File: src/rtl/core/pitr_div.sv
// Restoring divider, one quotient bit per cycle, for the phase to row mapping.
// Depends on nothing but its parameters.
module pitr_div #(
  parameter int unsigned NumW = 25,
  parameter int unsigned DenW = 17
) (
  input  logic            clk_i,
  input  logic            rst_ni,
  input  logic            start_i,
  input  logic [NumW-1:0] num_i,
  input  logic [DenW-1:0] den_i,
  output logic            done_o,
  output logic [NumW-1:0] quot_o
);

  localparam int unsigned CntW = $clog2(NumW + 1);

  logic [NumW-1:0] num_q, num_d;
  logic [DenW-1:0] rem_q, rem_d;
  logic [CntW-1:0] cnt_q, cnt_d;
  logic            busy_q, busy_d;
  logic [DenW:0]   trial;

  assign trial = {rem_q, num_q[NumW-1]};

  always_comb begin
    num_d  = num_q;
    rem_d  = rem_q;
    cnt_d  = cnt_q;
    busy_d = busy_q;
    if (start_i) begin
      num_d  = num_i;
      rem_d  = '0;
      cnt_d  = CntW'(NumW);
      busy_d = 1'b1;
    end else if (busy_q) begin
      if (trial >= {1'b0, den_i}) begin
        rem_d = DenW'(trial - {1'b0, den_i});
        num_d = {num_q[NumW-2:0], 1'b1};
      end else begin
        rem_d = trial[DenW-1:0];
        num_d = {num_q[NumW-2:0], 1'b0};
      end
      cnt_d = cnt_q - 1'b1;
      if (cnt_q == CntW'(1)) begin
        busy_d = 1'b0;
      end
    end
  end

  always_ff @(posedge clk_i or negedge rst_ni) begin
    if (!rst_ni) begin
      busy_q <= 1'b0;
      cnt_q  <= '0;
    end else begin
      busy_q <= busy_d;
      cnt_q  <= cnt_d;
    end
  end

  always_ff @(posedge clk_i) begin
    num_q <= num_d;
    rem_q <= rem_d;
  end

  assign done_o = busy_q && (cnt_q == CntW'(1));
  assign quot_o = num_d;

endmodule

File: config.mk
export PLATFORM = sky130hd
export DESIGN_NAME = pitr_div
export DESIGN_NICKNAME = d
export VERILOG_FILES = /design/src/rtl/core/pitr_div.sv
export SDC_FILE = /design/constraint.sdc
export NUM_CORES = 1
export LEC_CHECK = 0
export BUFFER_PORTS_ARGS = -buffer_cell sky130_fd_sc_hd__clkbuf_2
export CAP_MARGIN = 15
export CORE_ASPECT_RATIO = 1.75
export CORE_UTILIZATION = 30
export CTS_CLUSTER_DIAMETER = 40
export CTS_CLUSTER_SIZE = 20
export DETAILED_ROUTE_END_ITERATION = 10
export MAX_ROUTING_LAYER = met4
export PLACE_DENSITY = 0.52
export SLEW_MARGIN = 20
export SYNTH_ARGS = -nofsm -noshare
export SYNTH_HDL_FRONTEND = slang
export SYNTH_SLANG_ARGS = --single-unit
export TNS_END_PERCENT = 1
File: constraint.sdc
create_clock -name clk_i -period 3.31 [get_ports clk_i]
set_clock_uncertainty 0.05 [all_clocks]
set_input_delay 0.1655 -clock clk_i [delete_from_list [all_inputs] [get_ports clk_i]]
set_output_delay 0.1655 -clock clk_i [all_outputs]
set_load 0.02 [all_outputs]
Yosys cells after proc, flatten, opt, wreduce, memory -nomap -nowiden
Cells that the tools add are included.
- reductions and logical operators: 2
- eq/ne operators: 1
- order comparisons: 1
- muxes and demuxes: 9
- add/subtract/negate cells: 2
- operator list (kind ; count):
    2-to-1 mux 25 bit ; 2
    greater-or-equal comparator 18 x 17 -> 1 bit ; 1
    2-to-1 mux 17 bit ; 1
    subtractor 17 bit ; 1
    2-to-1 mux 5 bit ; 2
    equality test 5 x 1 -> 1 bit (second input constant) ; 1
    subtractor 5 x 1 -> 5 bit (second input constant) ; 1
    2-to-1 mux 1 bit ; 4
    nonzero test 2 bit ; 1
    logical AND 1 bit ; 1
- input port bits: 45
- output and inout port bits: 26
- bits in registers: 48
- word-level logic and storage cells: 19

Longest topological paths before layout
- depth after elaboration: 4
- gate-level depth with buffers: 12
- mapped depth without buffers: 10

Least setup slack after synthesis
OpenSTA, ideal clock, no wires.
- path kind: register to register
- start point: reg rem_q[11]
- end point: reg num_q[0]
- clock period less this slack: 2.668 ns
- setup slack: 0.642 ns
- arrival time: 2.438 ns
- required time: 3.081 ns
- stages on the path, launching flop included: 10
- library setup time: 0.179 ns
- path buffers: 2
- path through: dfxtp_1 ha_1 buf_2 nand4_2 or4_1 a21o_1 o211ai_1 buf_2 mux2i_1 o21ai_0
- cells in the longest elaborated chain, start to end: 4
- ends and longest elaborated chain (element ; RTL line ; RTL):
    start: declaration ; 19 ; logic [DenW-1:0] rem_q, rem_d;
    start signal: assignment ; 63 ; rem_q <= rem_d;
    greater-or-equal comparator 18 x 17 -> 1 bit ; 37 ; if (trial >= {1'b0, den_i}) begin
    2-to-1 mux 1 bit ; 37 ;
    2-to-1 mux 25 bit ; 36 ; end else if (busy_q) begin
    2-to-1 mux 25 bit ; 31 ; if (start_i) begin
    via quot_o[0] ; 13 ; output logic [NumW-1:0] quot_o
    end signal: assignment ; 62 ; num_q <= num_d;
    end: declaration ; 18 ; logic [NumW-1:0] num_q, num_d;
The timed path passes the listed nets, and every way through them passes these cells.
A chain may end at the register's enable or synchronous reset.

Worst setup path after layout
- start point: reg num_q[24]
- end point: out quot_o[0]
- cells in the longest elaborated chain, start to end: 4
- ends and longest elaborated chain (element ; RTL line):
    greater-or-equal comparator 18 x 17 -> 1 bit ; 37
    2-to-1 mux 1 bit ; 37
    2-to-1 mux 25 bit ; 36
    2-to-1 mux 25 bit ; 31
    end: declaration ; 13
Every way passes these cells.

==> reports/qor.yml <==
run_status:
  status: "finished clean"
logic_synthesis:
  synth_top_area_frac: 0.2792
  syn-cell-area_um2: 3012
  avgSynthCellArea_um2: 8.297
  yosys.area.top_type: "dfxtp_1"
  synth_top_flop_cell: "dfxtp_1"
  ys_seq_area_frac: 0.3290
  yosys_warnings: 0
  yosysUniqueCellTypes: 52
  ys_seq_elements: 48
  synth-edff-count: 0
  synthTopCellsByArea: "dfxtp_1, mux2i_1, ha_1"
  synth_nets: 428
  syn_inst: 363
  synthArstFlopShare: 0.1250
die:
  dieArea_um2: 10460
  io_pins: 71
  die_h_um: 134.5
  die_w_um: 77.74
  start_util: 0.3076
  rows: 48
  core_um2: 9789
global_route:
  grt_max_degree: 70
  grt_pass1_wl_mm: 13.17
  grt_pass1_vias: 2857
  antenna_found_initial: 0
  grt_use_total: 0.1619
  gr-total-overflow: 0
setup_path:
  cp_slowest_cell: "fa_1"
  path_max_fanout: 5
  path_delay_family: "compound AO/OA/AOI/OAI gates"
  cp-start-kind: "flip-flop"
  r2r_start: "num_q[24]"
  crit_chain: "inv_1, ha_1, inv_1, fa_1, a21o_1, a221oi_4, a21o_1, o211ai_1, mux2i_1, o21ai_0, clkbuf_2"
  end_kind: "output pin"
  path_buf_inv: 3
  worstPathRequired_ns: 3.09
  ff2ff_setup_slack_ns: 0.61
  max_stage_delay_ns: 0.41
  crit_type: "flip-flop to output pin"
  rr_endpoint: "rem_q[5]"
  rr_worst_depth: 12
  crit_arrival_ns: 2.77
cts:
  clk_latency_ns: 0.29
  htree_levels: 2
  cts.clk_slew.worst_paths_ns: 0.06
  cts-root-buf: "clkbuf_16"
  cts_tree: "yes"
  clockBufferDepth: 2
  cts_num_sinks: 48
  numCtsBuffers: 5
min_path:
  hold_depth: 3
  min_to: "num_q[10]"
  hp-start: "num_i[10]"
  hp-class: "input pin to flip-flop"
finish:
  nNetsFinal: 493
  syn_to_final_growth_pct: 21.94
  drive_gt1_frac: 0.2103
  layout_commonest_cell: "clkbuf_2"
  regArea_um2: 992.2
  antenna_cells: 0
  nFillCells: 1052
  multi_input_area_um2: 1854
  stdcell_count: 553
  most-common-layout-cells: "clkbuf_2, nand2_1, dfxtp_1, o21ai_0, mux2i_1"
route:
  routedWlPerCell_um: 14.08
  wl_mm: 7.787
  routed_via_density: 5.092
  dr.pass1.iters: 4
  drc: 0
  vias: 2816
  drt-initial-drc-count: 140
  postRouteAntennaNets: 0
timing:
  rsz0062_at_grt: "false"
  tns_ns: 0
  setup_viol: 0
  max_freq_ghz: 0.3355
  maxSlewViolCount: 0
  period_needed_ns: 2.981
  fin_crit_sh: 0.9006
  hold_violations: 0
  worstMarginPinSlew_ns: 0.6191
  slew_headroom: 0.5873
  fin_ws_ns: 0.3291
placed_design:
  place_congestion: 0.8627
  portBuffers: 70
  pre_cts_slack_ns: 0.4268
  placedCellCount: 542
  hpwlAfterDp_mm: 5.811
power:
  power.leakage_nw: 1.861
  p_per_area_nw_per_um2: 569.0
  vdd_drop_max_v: 0.0003857
run:
  cap_violations: 0
-- power breakdown --
group	switching [mW]	internal, mW
Combinational	0.453	0.336
Clock	0.225	0.353
Sequential	0.0585	0.664
Total	0.736	1.35
-- cells in the mapped netlist (3+ instances only) --
master / count
dfrtp_1: 6
a21oi_1: 18
nor2_1: 12
clkbuf_1: 13
nand4_1: 4
mux2i_1: 25
a311oi_1: 8
buf_2: 4
a41oi_1: 4
o21ai_0: 36
inv_1: 22
nor3b_1: 7
nand3_1: 4
a21o_1: 8
a211oi_1: 5
buf_1: 4
xor2_1: 5
xnor2_1: 12
nand2b_1: 7
o22ai_1: 4
nor3_1: 3
nand2_1: 54
dfxtp_1: 42
ha_1: 19
and3_1: 3
-- state kept, by name, summed over array words and instances (netlist names) --
name,count
num_q,25
busy_q,1
rem_q,17
cnt_q,5
-- per-stage QoR --
stage	util	power, mW	cell area [µm²]	hold slack (ns)
global route	0.3751	2.234	3672	0.08476
detailed placement	0.3544	1.497	3470	-0.04776
finish	0.3751	2.090	3672	0.06395
CTS	0.3717	2.082	3638	0.05826
floorplan	-	1.297	3012	-0.1801
global placement	0.3544	1.495	3470	-0.04603
-- logic make-up after synthesis --
| group | after synthesis | share of synthesized area |
|---|---|---|
| simple gates | 107 | 0.1737 |
| compound gates | 102 | 0.2202 |
| flops | 48 | 0.3290 |
| buf+inv | 44 | 0.05899 |
| mux | 25 | 0.08309 |
| fa+ha+maj | 20 | 0.08558 |
| xor+xnor | 17 | 0.04944 |
-- metal layers --
layer  GRT usage  up-vias  wire length, µm
met1      0.1745     1292             3133
li1            -     1429                -
met2      0.2920       80             4137
met4     0.07233        0              229
met5           -        -                0
met3     0.02027       15              286
-- how the worst max path moves through the flow --
stage	depth (start not counted)	end	slack (ns)	start
3_5_place_dp	11	quot_o[0]	0.43	num_q[24]
4_1_cts	11	quot_o[0]	0.12	num_q[24]
6_report	11	quot_o[0]	0.33	num_q[24]
3_3_place_gp	11	quot_o[0]	0.54	num_q[24]
2_1_floorplan	9	num_q[0]	0.64	rem_q[11]
5_1_grt	11	quot_o[0]	0.12	num_q[24]
-- worst reg2reg max path, cell delays in order (launching register included) --
cell and delay, ns:
dfxtp_1 0.32, inv_1 0.06, ha_1 0.15, inv_1 0.05, fa_1 0.41, a21o_1 0.24, a221oi_4 0.36, a21o_1 0.18
o211ai_1 0.20, buf_4 0.22, buf_4 0.15, o22ai_1 0.13, a211oi_1 0.06
-- final cells by class --
type,instances,area share
multi-input cells,271,0.5049
repair buffers,80,0.1165
inverters,22,0.02249
clock buffers,6,0.03509
flip-flops and latches,48,0.2702
clock inverters,1,0.008177
well taps,125,0.04259
-- timing repair --
action	in CTS	in global routing
endpoints found under the hold margin	6	0
endpoints found under the setup margin	0	1
resized for setup	0	1
buffers inserted	0	3
hold buffers	1	0
No activity file was read; power rests on OpenSTA's default activity.
